===== src/design/chls_pkg.sv =====
package chls_pkg;

   localparam int CORDIC_STEPS = 16;
   localparam int LED_COUNT    = 8;
   localparam int TABLE_LEN    = 24;
   localparam int FRAC_BITS    = 16;
   localparam int PRESCALE     = 24;

   localparam int ITER_COUNT = (CORDIC_STEPS < TABLE_LEN) ? CORDIC_STEPS : TABLE_LEN;
   localparam int CNT_W      = $clog2(ITER_COUNT + 1);
   localparam int IDX_W      = $clog2(TABLE_LEN);

   localparam int STATUS_W = 8;
   localparam int MAG_W    = 16;
   localparam int AXIS_W   = MAG_W + 1;
   localparam int HEAD_W   = 9;
   localparam int ANG_W    = FRAC_BITS + HEAD_W;
   localparam int CW       = MAG_W + PRESCALE + 3;
   localparam int ZW       = 25;

   localparam int NEW_DATA_BIT = 3;

   localparam logic [MAG_W-1:0] OFFSET_RESET = MAG_W'(32'hFFFF / 2);

   localparam logic [ANG_W-1:0] ANG_90  = ANG_W'(90 << FRAC_BITS);
   localparam logic [ANG_W-1:0] ANG_180 = ANG_W'(180 << FRAC_BITS);
   localparam logic [ANG_W-1:0] ANG_360 = ANG_W'(360 << FRAC_BITS);

   localparam int CSR_ADDR_W = 3;
   localparam int CSR_DATA_W = 32;
   localparam logic REG_CENTER_OFFSET = 1'b0;

   typedef struct packed {
      logic                 done;
      logic signed [ZW-1:0] angle;
   } cordic_status_type;

   // atan(2^-i) in degrees, 16 fraction bits
   function automatic logic signed [ZW-1:0] atan_q16(input logic [IDX_W-1:0] idx);
      logic signed [ZW-1:0] r;
      case (idx)
         5'd0:    r = ZW'(2949120);
         5'd1:    r = ZW'(1740967);
         5'd2:    r = ZW'(919879);
         5'd3:    r = ZW'(466945);
         5'd4:    r = ZW'(234379);
         5'd5:    r = ZW'(117304);
         5'd6:    r = ZW'(58666);
         5'd7:    r = ZW'(29335);
         5'd8:    r = ZW'(14668);
         5'd9:    r = ZW'(7334);
         5'd10:   r = ZW'(3667);
         5'd11:   r = ZW'(1833);
         5'd12:   r = ZW'(917);
         5'd13:   r = ZW'(458);
         5'd14:   r = ZW'(229);
         5'd15:   r = ZW'(115);
         5'd16:   r = ZW'(57);
         5'd17:   r = ZW'(29);
         5'd18:   r = ZW'(14);
         5'd19:   r = ZW'(7);
         5'd20:   r = ZW'(4);
         5'd21:   r = ZW'(2);
         5'd22:   r = ZW'(1);
         default: r = '0;
      endcase
      return r;
   endfunction

   // overlapping 90-degree sectors around the ring
   function automatic logic [LED_COUNT-1:0] sector_mask(input logic [HEAD_W-1:0] h);
      logic [LED_COUNT-1:0] m;
      m    = '0;
      m[0] = (h >= HEAD_W'(315)) || (h < HEAD_W'(45));
      m[2] = (h < HEAD_W'(90));
      m[4] = (h >= HEAD_W'(45)) && (h < HEAD_W'(135));
      m[6] = (h >= HEAD_W'(90)) && (h < HEAD_W'(180));
      m[7] = (h >= HEAD_W'(135)) && (h < HEAD_W'(225));
      m[5] = (h >= HEAD_W'(180)) && (h < HEAD_W'(270));
      m[3] = (h >= HEAD_W'(225)) && (h < HEAD_W'(315));
      m[1] = (h >= HEAD_W'(270)) && (h < HEAD_W'(360));
      return m;
   endfunction

endpackage


===== src/design/chls_if.sv =====
interface chls_req_if;
   logic        valid;
   logic        ready;
   logic [7:0]  status_byte;
   logic [15:0] x_raw;
   logic [15:0] y_raw;

   modport source (output valid, output status_byte, output x_raw, output y_raw,
                   input ready);
   modport sink   (input valid, input status_byte, input x_raw, input y_raw,
                   output ready);
endinterface

interface chls_rsp_if;
   logic       valid;
   logic       ready;
   logic [7:0] led_mask;
   logic [8:0] heading_degrees;
   logic       updated;

   modport source (output valid, output led_mask, output heading_degrees, output updated,
                   input ready);
   modport sink   (input valid, input led_mask, input heading_degrees, input updated,
                   output ready);
endinterface


===== src/design/compass_heading_led_sector_top.sv =====
// channel  | dir | words                                   | handshake
// req_ch   | in  | status_byte, x_raw, y_raw               | valid/ready
// rsp_ch   | out | led_mask, heading_degrees, updated      | valid/ready
// apb      | in  | center_offset at byte address 0         | psel/penable, pready=1
//
// a poll without new data returns the held outputs in the cycle after accept
// a poll with new data passes from accept to rsp valid through setup, up to 16
// steps in the cordic rotation unit, angle fold and sector lookup; fewer steps
// when the residual component reaches zero early
// req_ch.ready is low while a word is in work or a result waits that is not taken
// synchronous reset clears control state, held heading and mask, offset 32767
module compass_heading_led_sector_top import chls_pkg::*; (
   input  logic                  clock,
   input  logic                  reset,
   chls_req_if.sink              req_ch,
   chls_rsp_if.source            rsp_ch,
   input  logic                  psel,
   input  logic                  penable,
   input  logic                  pwrite,
   input  logic [CSR_ADDR_W-1:0] paddr,
   input  logic [CSR_DATA_W-1:0] pwdata,
   output logic [CSR_DATA_W-1:0] prdata,
   output logic                  pready
);

   typedef enum logic [4:0] {
      ST_IDLE = 5'b00001,
      ST_PREP = 5'b00010,
      ST_RUN  = 5'b00100,
      ST_POST = 5'b01000,
      ST_OUT  = 5'b10000
   } state_type;

   state_type state_ff, state_in;

   logic [MAG_W-1:0]         center_offset;
   cordic_status_type        cordic_status;

   logic signed [AXIS_W-1:0] x_ff, x_in;
   logic signed [AXIS_W-1:0] y_ff, y_in;
   logic [HEAD_W-1:0]        heading_ff, heading_in;
   logic [LED_COUNT-1:0]     held_mask_ff, held_mask_in;
   logic [HEAD_W-1:0]        held_heading_ff, held_heading_in;
   logic                     rsp_valid_ff, rsp_valid_in;
   logic [LED_COUNT-1:0]     rsp_mask_ff, rsp_mask_in;
   logic [HEAD_W-1:0]        rsp_heading_ff, rsp_heading_in;
   logic                     rsp_updated_ff, rsp_updated_in;

   logic                     slot_free;
   logic                     accept;
   logic                     start;
   logic [MAG_W-1:0]         ax;
   logic [MAG_W-1:0]         ay;
   logic [ANG_W-1:0]         base;
   logic [ANG_W-1:0]         sum;
   logic [LED_COUNT-1:0]     new_mask;

   chls_csr u_csr (
      .clock         (clock),
      .reset         (reset),
      .psel          (psel),
      .penable       (penable),
      .pwrite        (pwrite),
      .paddr         (paddr),
      .pwdata        (pwdata),
      .prdata        (prdata),
      .pready        (pready),
      .center_offset (center_offset)
   );

   assign ax    = x_ff[AXIS_W-1] ? MAG_W'(-x_ff) : x_ff[MAG_W-1:0];
   assign ay    = y_ff[AXIS_W-1] ? MAG_W'(-y_ff) : y_ff[MAG_W-1:0];
   assign start = (state_ff == ST_PREP);

   chls_cordic u_cordic (
      .clock  (clock),
      .reset  (reset),
      .start  (start),
      .ax     (ax),
      .ay     (ay),
      .status (cordic_status)
   );

   assign slot_free    = !rsp_valid_ff || rsp_ch.ready;
   assign req_ch.ready = (state_ff == ST_IDLE) && slot_free;
   assign accept       = req_ch.valid && req_ch.ready;

   // first-quadrant angle, clamped, with the axis cases
   always_comb begin
      if (x_ff == '0) begin
         base = '0;
      end else if (y_ff == '0) begin
         base = ANG_90;
      end else if (cordic_status.angle < 0) begin
         base = '0;
      end else if (ANG_W'(cordic_status.angle) > ANG_90) begin
         base = ANG_90;
      end else begin
         base = ANG_W'(cordic_status.angle);
      end
   end

   // fold the quadrant and the 180 offset into one add
   always_comb begin
      case ({x_ff[AXIS_W-1], y_ff[AXIS_W-1]})
         2'b00:   sum = ANG_180 + base;
         2'b01:   sum = ANG_360 - base;
         2'b10:   sum = ANG_180 - base;
         default: sum = base;
      endcase
   end

   assign new_mask = sector_mask(heading_ff);

   always_comb begin
      state_in        = state_ff;
      x_in            = x_ff;
      y_in            = y_ff;
      heading_in      = heading_ff;
      held_mask_in    = held_mask_ff;
      held_heading_in = held_heading_ff;
      rsp_valid_in    = rsp_valid_ff && !rsp_ch.ready;
      rsp_mask_in     = rsp_mask_ff;
      rsp_heading_in  = rsp_heading_ff;
      rsp_updated_in  = rsp_updated_ff;
      case (state_ff)
         ST_IDLE: begin
            if (accept) begin
               if (req_ch.status_byte[NEW_DATA_BIT]) begin
                  x_in     = $signed({1'b0, req_ch.x_raw}) - $signed({1'b0, center_offset});
                  y_in     = $signed({1'b0, req_ch.y_raw}) - $signed({1'b0, center_offset});
                  state_in = ST_PREP;
               end else begin
                  rsp_valid_in   = 1'b1;
                  rsp_mask_in    = held_mask_ff;
                  rsp_heading_in = held_heading_ff;
                  rsp_updated_in = 1'b0;
               end
            end
         end
         ST_PREP: begin
            state_in = ST_RUN;
         end
         ST_RUN: begin
            if (cordic_status.done) begin
               state_in = ST_POST;
            end
         end
         ST_POST: begin
            heading_in = sum[ANG_W-1:FRAC_BITS];
            state_in   = ST_OUT;
         end
         ST_OUT: begin
            if (slot_free) begin
               held_mask_in    = new_mask;
               held_heading_in = heading_ff;
               rsp_valid_in    = 1'b1;
               rsp_mask_in     = new_mask;
               rsp_heading_in  = heading_ff;
               rsp_updated_in  = 1'b1;
               state_in        = ST_IDLE;
            end
         end
         default: begin
            state_in = ST_IDLE;
         end
      endcase
   end

   always_ff @(posedge clock) begin
      if (reset) begin
         state_ff        <= ST_IDLE;
         rsp_valid_ff    <= 1'b0;
         held_mask_ff    <= '0;
         held_heading_ff <= '0;
      end else begin
         state_ff        <= state_in;
         rsp_valid_ff    <= rsp_valid_in;
         held_mask_ff    <= held_mask_in;
         held_heading_ff <= held_heading_in;
      end
   end

   always_ff @(posedge clock) begin
      x_ff           <= x_in;
      y_ff           <= y_in;
      heading_ff     <= heading_in;
      rsp_mask_ff    <= rsp_mask_in;
      rsp_heading_ff <= rsp_heading_in;
      rsp_updated_ff <= rsp_updated_in;
   end

   assign rsp_ch.valid           = rsp_valid_ff;
   assign rsp_ch.led_mask        = rsp_mask_ff;
   assign rsp_ch.heading_degrees = rsp_heading_ff;
   assign rsp_ch.updated         = rsp_updated_ff;

endmodule


===== src/design/chls_csr.sv =====
module chls_csr import chls_pkg::*; (
   input  logic                  clock,
   input  logic                  reset,
   input  logic                  psel,
   input  logic                  penable,
   input  logic                  pwrite,
   input  logic [CSR_ADDR_W-1:0] paddr,
   input  logic [CSR_DATA_W-1:0] pwdata,
   output logic [CSR_DATA_W-1:0] prdata,
   output logic                  pready,
   output logic [MAG_W-1:0]      center_offset
);

   logic [MAG_W-1:0] center_ff;
   logic [MAG_W-1:0] center_in;
   logic             wr_hit;

   assign pready = 1'b1;
   assign wr_hit = psel && penable && pwrite && (paddr[2] == REG_CENTER_OFFSET);

   always_comb begin
      center_in = center_ff;
      if (wr_hit) begin
         center_in = pwdata[MAG_W-1:0];
      end
   end

   always_ff @(posedge clock) begin
      if (reset) begin
         center_ff <= OFFSET_RESET;
      end else begin
         center_ff <= center_in;
      end
   end

   always_comb begin
      prdata = '0;
      if (paddr[2] == REG_CENTER_OFFSET) begin
         prdata = CSR_DATA_W'(center_ff);
      end
   end

   assign center_offset = center_ff;

endmodule


===== src/design/chls_cordic.sv =====
module chls_cordic import chls_pkg::*; (
   input  logic              clock,
   input  logic              reset,
   input  logic              start,
   input  logic [MAG_W-1:0]  ax,
   input  logic [MAG_W-1:0]  ay,
   output cordic_status_type status
);

   logic signed [CW-1:0] u_ff, u_in;
   logic signed [CW-1:0] v_ff, v_in;
   logic signed [ZW-1:0] z_ff, z_in;
   logic [CNT_W-1:0]     cnt_ff, cnt_in;
   logic                 busy_ff, busy_in;
   logic                 done_ff, done_in;

   logic signed [CW-1:0] du;
   logic signed [CW-1:0] dv;
   logic signed [ZW-1:0] step_ang;
   logic                 finish;

   // one vectoring rotation per cycle, shifts floor toward minus infinity
   assign du       = v_ff >>> cnt_ff;
   assign dv       = u_ff >>> cnt_ff;
   assign step_ang = atan_q16(IDX_W'(cnt_ff));
   assign finish   = (cnt_ff == CNT_W'(ITER_COUNT)) || (v_ff == '0);

   always_comb begin
      u_in    = u_ff;
      v_in    = v_ff;
      z_in    = z_ff;
      cnt_in  = cnt_ff;
      busy_in = busy_ff;
      done_in = 1'b0;
      if (start) begin
         u_in    = $signed({{(CW-MAG_W-PRESCALE){1'b0}}, ay, {PRESCALE{1'b0}}});
         v_in    = $signed({{(CW-MAG_W-PRESCALE){1'b0}}, ax, {PRESCALE{1'b0}}});
         z_in    = '0;
         cnt_in  = '0;
         busy_in = 1'b1;
      end else if (busy_ff) begin
         if (finish) begin
            busy_in = 1'b0;
            done_in = 1'b1;
         end else begin
            cnt_in = cnt_ff + CNT_W'(1);
            if (!v_ff[CW-1]) begin
               u_in = u_ff + du;
               v_in = v_ff - dv;
               z_in = z_ff + step_ang;
            end else begin
               u_in = u_ff - du;
               v_in = v_ff + dv;
               z_in = z_ff - step_ang;
            end
         end
      end
   end

   always_ff @(posedge clock) begin
      if (reset) begin
         busy_ff <= 1'b0;
         done_ff <= 1'b0;
         cnt_ff  <= '0;
      end else begin
         busy_ff <= busy_in;
         done_ff <= done_in;
         cnt_ff  <= cnt_in;
      end
   end

   always_ff @(posedge clock) begin
      u_ff <= u_in;
      v_ff <= v_in;
      z_ff <= z_in;
   end

   assign status.done  = done_ff;
   assign status.angle = z_ff;

endmodule


===== src/flat_wrapper.sv =====
// flat-port wrapper written by rule: the top's interface ports become plain ports
module compass_heading_led_sector_top_flat import chls_pkg::*;
  (clock, reset, psel, penable, pwrite, paddr, pwdata, prdata, pready, req_ch_valid, req_ch_status_byte, req_ch_x_raw, req_ch_y_raw, req_ch_ready, rsp_ch_valid, rsp_ch_led_mask, rsp_ch_heading_degrees, rsp_ch_updated, rsp_ch_ready);
  chls_req_if req_ch_i ();
  chls_rsp_if rsp_ch_i ();
  input  logic clock;
  input  logic reset;
  input  logic psel;
  input  logic penable;
  input  logic pwrite;
  input  logic [CSR_ADDR_W-1:0] paddr;
  input  logic [CSR_DATA_W-1:0] pwdata;
  output logic [CSR_DATA_W-1:0] prdata;
  output logic pready;
  input wire logic [$bits(req_ch_i.valid)-1:0] req_ch_valid;
  input wire logic [$bits(req_ch_i.status_byte)-1:0] req_ch_status_byte;
  input wire logic [$bits(req_ch_i.x_raw)-1:0] req_ch_x_raw;
  input wire logic [$bits(req_ch_i.y_raw)-1:0] req_ch_y_raw;
  output wire logic [$bits(req_ch_i.ready)-1:0] req_ch_ready;
  output wire logic [$bits(rsp_ch_i.valid)-1:0] rsp_ch_valid;
  output wire logic [$bits(rsp_ch_i.led_mask)-1:0] rsp_ch_led_mask;
  output wire logic [$bits(rsp_ch_i.heading_degrees)-1:0] rsp_ch_heading_degrees;
  output wire logic [$bits(rsp_ch_i.updated)-1:0] rsp_ch_updated;
  input wire logic [$bits(rsp_ch_i.ready)-1:0] rsp_ch_ready;
  assign req_ch_i.valid = req_ch_valid;
  assign req_ch_i.status_byte = req_ch_status_byte;
  assign req_ch_i.x_raw = req_ch_x_raw;
  assign req_ch_i.y_raw = req_ch_y_raw;
  assign req_ch_ready = req_ch_i.ready;
  assign rsp_ch_valid = rsp_ch_i.valid;
  assign rsp_ch_led_mask = rsp_ch_i.led_mask;
  assign rsp_ch_heading_degrees = rsp_ch_i.heading_degrees;
  assign rsp_ch_updated = rsp_ch_i.updated;
  assign rsp_ch_i.ready = rsp_ch_ready;
  compass_heading_led_sector_top u_core (.clock(clock), .reset(reset), .req_ch(req_ch_i), .rsp_ch(rsp_ch_i), .psel(psel), .penable(penable), .pwrite(pwrite), .paddr(paddr), .pwdata(pwdata), .prdata(prdata), .pready(pready));
endmodule

===== config.mk =====
export PLATFORM = sky130hd
export DESIGN_NAME = compass_heading_led_sector_top_flat
export DESIGN_NICKNAME = d
export VERILOG_FILES = /design/src/design/chls_pkg.sv /design/src/design/chls_if.sv /design/src/design/compass_heading_led_sector_top.sv /design/src/design/chls_csr.sv /design/src/design/chls_cordic.sv /design/src/flat_wrapper.sv
export SDC_FILE = /design/constraint.sdc
export NUM_CORES = 1
export LEC_CHECK = 0
export BUFFER_PORTS_ARGS = -buffer_cell sky130_fd_sc_hd__buf_2
export CAP_MARGIN = 20
export CORE_ASPECT_RATIO = 0.9
export CORE_MARGIN = 3
export CORE_UTILIZATION = 35
export CTS_BUF_LIST = sky130_fd_sc_hd__clkbuf_8
export CTS_CLUSTER_SIZE = 30
export DETAILED_ROUTE_END_ITERATION = 10
export SLEW_MARGIN = 20
export SYNTH_ARGS = -nofsm -noshare
export SYNTH_HDL_FRONTEND = slang
export SYNTH_SLANG_ARGS = --single-unit
export TNS_END_PERCENT = 1

===== constraint.sdc =====
create_clock -name clock -period 5.9 [get_ports clock]
set_input_delay 0.295 -clock clock [delete_from_list [all_inputs] [get_ports clock]]
set_output_delay 0.295 -clock clock [all_outputs]
set_load 0.05 [all_outputs]

==> results.md <==
- Status: complete, but fails checks
- Failing checks: negative setup slack
- Number of global-route vias before repair: between 20000 and 30000
- Cell Area, Synth: approximately 0.027 mm^2
- Global-route usage over all layers: 24.86%
- CTS tree: yes
- Die ar.: about 0.079 mm^2
- NumNets Final: about 4100
- Final Util: ~46%
- Crit path DAT: ~6300 ps
- Crit path launch: u_core.u_cordic.cnt_ff[0]$_SDFFE_PP0P_
- Number of synthesized flops with an enable pin: 93
- Share of cells above drive strength 1: a little under a third
- Worst setup SP type: flip-flop
- Max-cap viol count: 0
- Worst setup path end: u_core.u_cordic.u_ff[36]$_DFFE_PP_
- DP Area: about 0.032 mm^2
- Num ports: around 140
- Core area: 0.07488 mm^2
- #FFs+latches synth: 240
- Cells after Synth: ~3200
- Area delta synth->final: 30.76%
- Worst-skew pair later-pin latency: between 600 and 700 ps
- Total CTS buffers: slightly below 50
- Met2 Routed Length: roughly 44 mm
- Shortest period the worst path allows: ~6000 ps
- Worst vdd ir: between 0.2 and 0.3 mV
- Top cell type by total area after synthesis: dfxtp_1
- R2R cell count: 28
- Worst-case clock skew: roughly 37 ps
- Placer Congestion: 1.019
- Final setup TNS: -272.9 ps
- Pwr dens: ~470 mW/mm^2
- CTS Buffer Depth: 3
- Register area share after synthesis: ~22%
- Lkg Pwr: between 10 and 15 nW
- Cell repeated most along the worst path: buf_6
- Ys Warns: 0
- Clock Tree Root: clkbuf_8
- CP required: about 6200 ps
- Netlist cell types: between 100 and 150
- Slew @ Worst Pin: slightly above 1000 ps
- Initial antenna violation count: 4
- RR Startpoint: u_core.u_cordic.cnt_ff[0]$_SDFFE_PP0P_
- IO Port Bufs: 92
- Highest routed layer: met5
- Sink Count: 240
- Grt ovf: 0
- Row count: 95
- Initial DRC count: around 3300
- Prevailing post-synth register cell: dfxtp_1
- HP Class: in2reg
- Top cells by area, synth: dfxtp_1 11%, edfxtp_1 11%, ha_1 7.8%, mux4_2 7.8%, a21oi_1 5.2%
- Slew margin rel.: between 30% and 40%
- Maximum fanout along the worst path: 6
- Max Transition Viols Final: 0
- Global-route wire length before repair: approximately 150 mm
- # DRC: 0
- Met1 wire length: approximately 45 mm
- Avg Inst Size Synth: a little over 8 um^2
- Worst hold slack: about 76 ps
- Finished Cell Area: 0.03470 mm^2
- Fmax achieved: roughly 170 MHz
- HPWL after DPL: just under 80 mm
- Final WL: 102.6 mm
- Via count: ~28000
- Post-synth top cells: 363 x nand2_1, 282 x nor2_1, 274 x a21oi_1
- Largest net degree at the start of global routing: 60
- Met3 WL: 9.690 mm
- Reg2Reg Setup Slack: -80 ps
- Reg-to-Reg End: u_core.u_cordic.u_ff[36]$_DFFE_PP_
- Top-count cell post-synth: nand2_1
- Die height: about 270 um
- Initial core utilization: between 30 and 40%
- Worst setup path class: reg2reg
- Slowest stage delay, CP: 560 ps
- Setup violators final: 8
- Antenna viol nets, final: 0
- Post-synth ARST share: 0%
- Worst hold stages: 4
- Die Span X: 296.3 um
- Per-cell routed wire length: 21.03 um
- Via/cell ratio: around 5.8
- First-pass DRT Iterations: 6
- Final Hold Fails: 0
- Slowest cell on crit path: mux4_2
- Fin crit share: 101.4%
- RSZ-0062 raised after global routing: yes
- Clock-pin slew on the worst setup and hold paths: around 70 ps
- H-tree depth: 2
- Final Worst Setup Slack: -82.33 ps
- CP endpoint kind: flip-flop
- Synth top area share: 11.09%
-- where the power goes --
part / internal (mW) / switching (mW) / leakage (nW)
combinational: 5.91 / 6.04 / 12.2
clock: 1.08 / 0.851 / 0.623
sequential: 2.04 / 0.424 / 2.08
total: 9.03 / 7.32 / 14.9
-- worst min-delay path by stage --
stage,start,to,slack [ps]
4_1_cts,penable,u_core.u_csr.center_offset[15]$_SDFFE_PP0P_,4
2_1_floorplan,pwdata[10],u_core.u_csr.center_offset[10]$_SDFFE_PP1P_,410
3_3_place_gp,u_core.held_heading_ff[3]$_SDFFE_PP0P_,u_core.held_heading_ff[3]$_SDFFE_PP0P_,440
5_1_grt,penable,u_core.u_csr.center_offset[15]$_SDFFE_PP0P_,60
3_5_place_dp,u_core.held_heading_ff[0]$_SDFFE_PP0P_,u_core.held_heading_ff[0]$_SDFFE_PP0P_,450
6_report,penable,u_core.u_csr.center_offset[15]$_SDFFE_PP0P_,80
-- flip-flops by register name, indices dropped and copies added, names as in the netlist, 9 cells and up --
register                       flops
u_core.heading_ff                  9
u_core.held_heading_ff             9
u_core.rsp_ch.heading_degrees      9
u_core.u_cordic.step_ang          22
u_core.u_cordic.u_ff              43
u_core.u_cordic.v_ff              43
u_core.u_cordic.z_ff              25
u_core.u_csr.center_offset        16
u_core.x_ff                       17
u_core.y_ff                       17
-- cell usage in the layout, fill, tap and decap left out, types with 25 or more instances in the layout --
cell type	netlist	layout
a31oi_1	39	34
mux4_2	92	100
a211oi_1	42	37
nor2_1	282	274
mux2_2	72	72
nor3_1	81	77
nor2b_1	42	42
nand2b_1	31	31
o22ai_1	57	54
nand3_1	65	59
xnor2_1	135	131
nand2_1	363	360
inv_1	112	129
buf_4	19	633
ha_1	166	159
xor2_1	92	90
a21oi_2	0	29
dfxtp_1	147	141
a21oi_1	274	243
or3_1	33	33
a21o_1	75	75
o21ai_0	152	129
buf_2	24	92
edfxtp_1	93	93
and2_1	28	25
mux2i_1	81	78
o21a_1	31	30
clkbuf_8	0	62
-- layer usage --
layer | GRT usage, % | vias up
met1 | 35.07 | 13500
met2 | 37.81 | 1252
met3 | 5.249 | 217
met5 | 0 | -
met4 | 8.037 | 4
li1 | - | 13250
-- cell type report --
type / instances / area (um^2)
flip-flops and latches: 240 / 5756
fillers: 7364 / 40180
multi-input cells: 2676 / 20210
clock buffers: 62 / 853.3
well taps: 970 / 1214
diodes: 1 / 2.502
clock inverters: 30 / 214.0
repair buffers: 782 / 6025
inverters: 115 / 431.7
-- through the flow --
| step | total power [mW] | setup slack [ps] | instances |
|---|---|---|---|
| after floorplan | 9.178 | 39.57 | 3230 |
| after global placement | 13.30 | -360.8 | 4712 |
| after detailed placement | 13.38 | -429.5 | 4712 |
| after CTS | 15.57 | -39.13 | 4834 |
| after global routing | 17.54 | -232.6 | 4876 |
| final | 16.34 | -82.33 | 4876 |
-- kinds of logic (layout without fill, tap and decap cells) --
kind of cell    Yosys count  count (layout)  synth area share (%)
other cells               2              19               0.02830
xor+xnor                227             227                 7.492
buf+inv                 314             989                 5.361
mux                     261             261                 15.33
simple gates           1082            1082                 19.50
fa+ha+maj               171             171                 8.204
compound gates          917             917                 22.48
flops                   240             240                 21.61
-- worst max-delay path: cells and delay by family, from the launching register on --
| kind | cells | cell delay, ps |
|---|---|---|
| AOI/OAI and AO/OA | 11 | 1520 |
| xor gates and xnor gates | 2 | 340 |
| adders and majority gates | 1 | 320 |
| buffers and inverters | 8 | 1140 |
| DFF | 1 | 430 |
| muxes | 2 | 790 |
| and+or+nand+nor | 4 | 1110 |
-- repair_timing --
action	CTS	global route
resized for setup	42	165
setup buffers	9	39
hold buffers	20	0
gates cloned	1	3
endpoints found under the hold margin	18	0
pin swaps	15	106
setup endpoints to repair	31	35
Power figures use the tool's default switching activity.
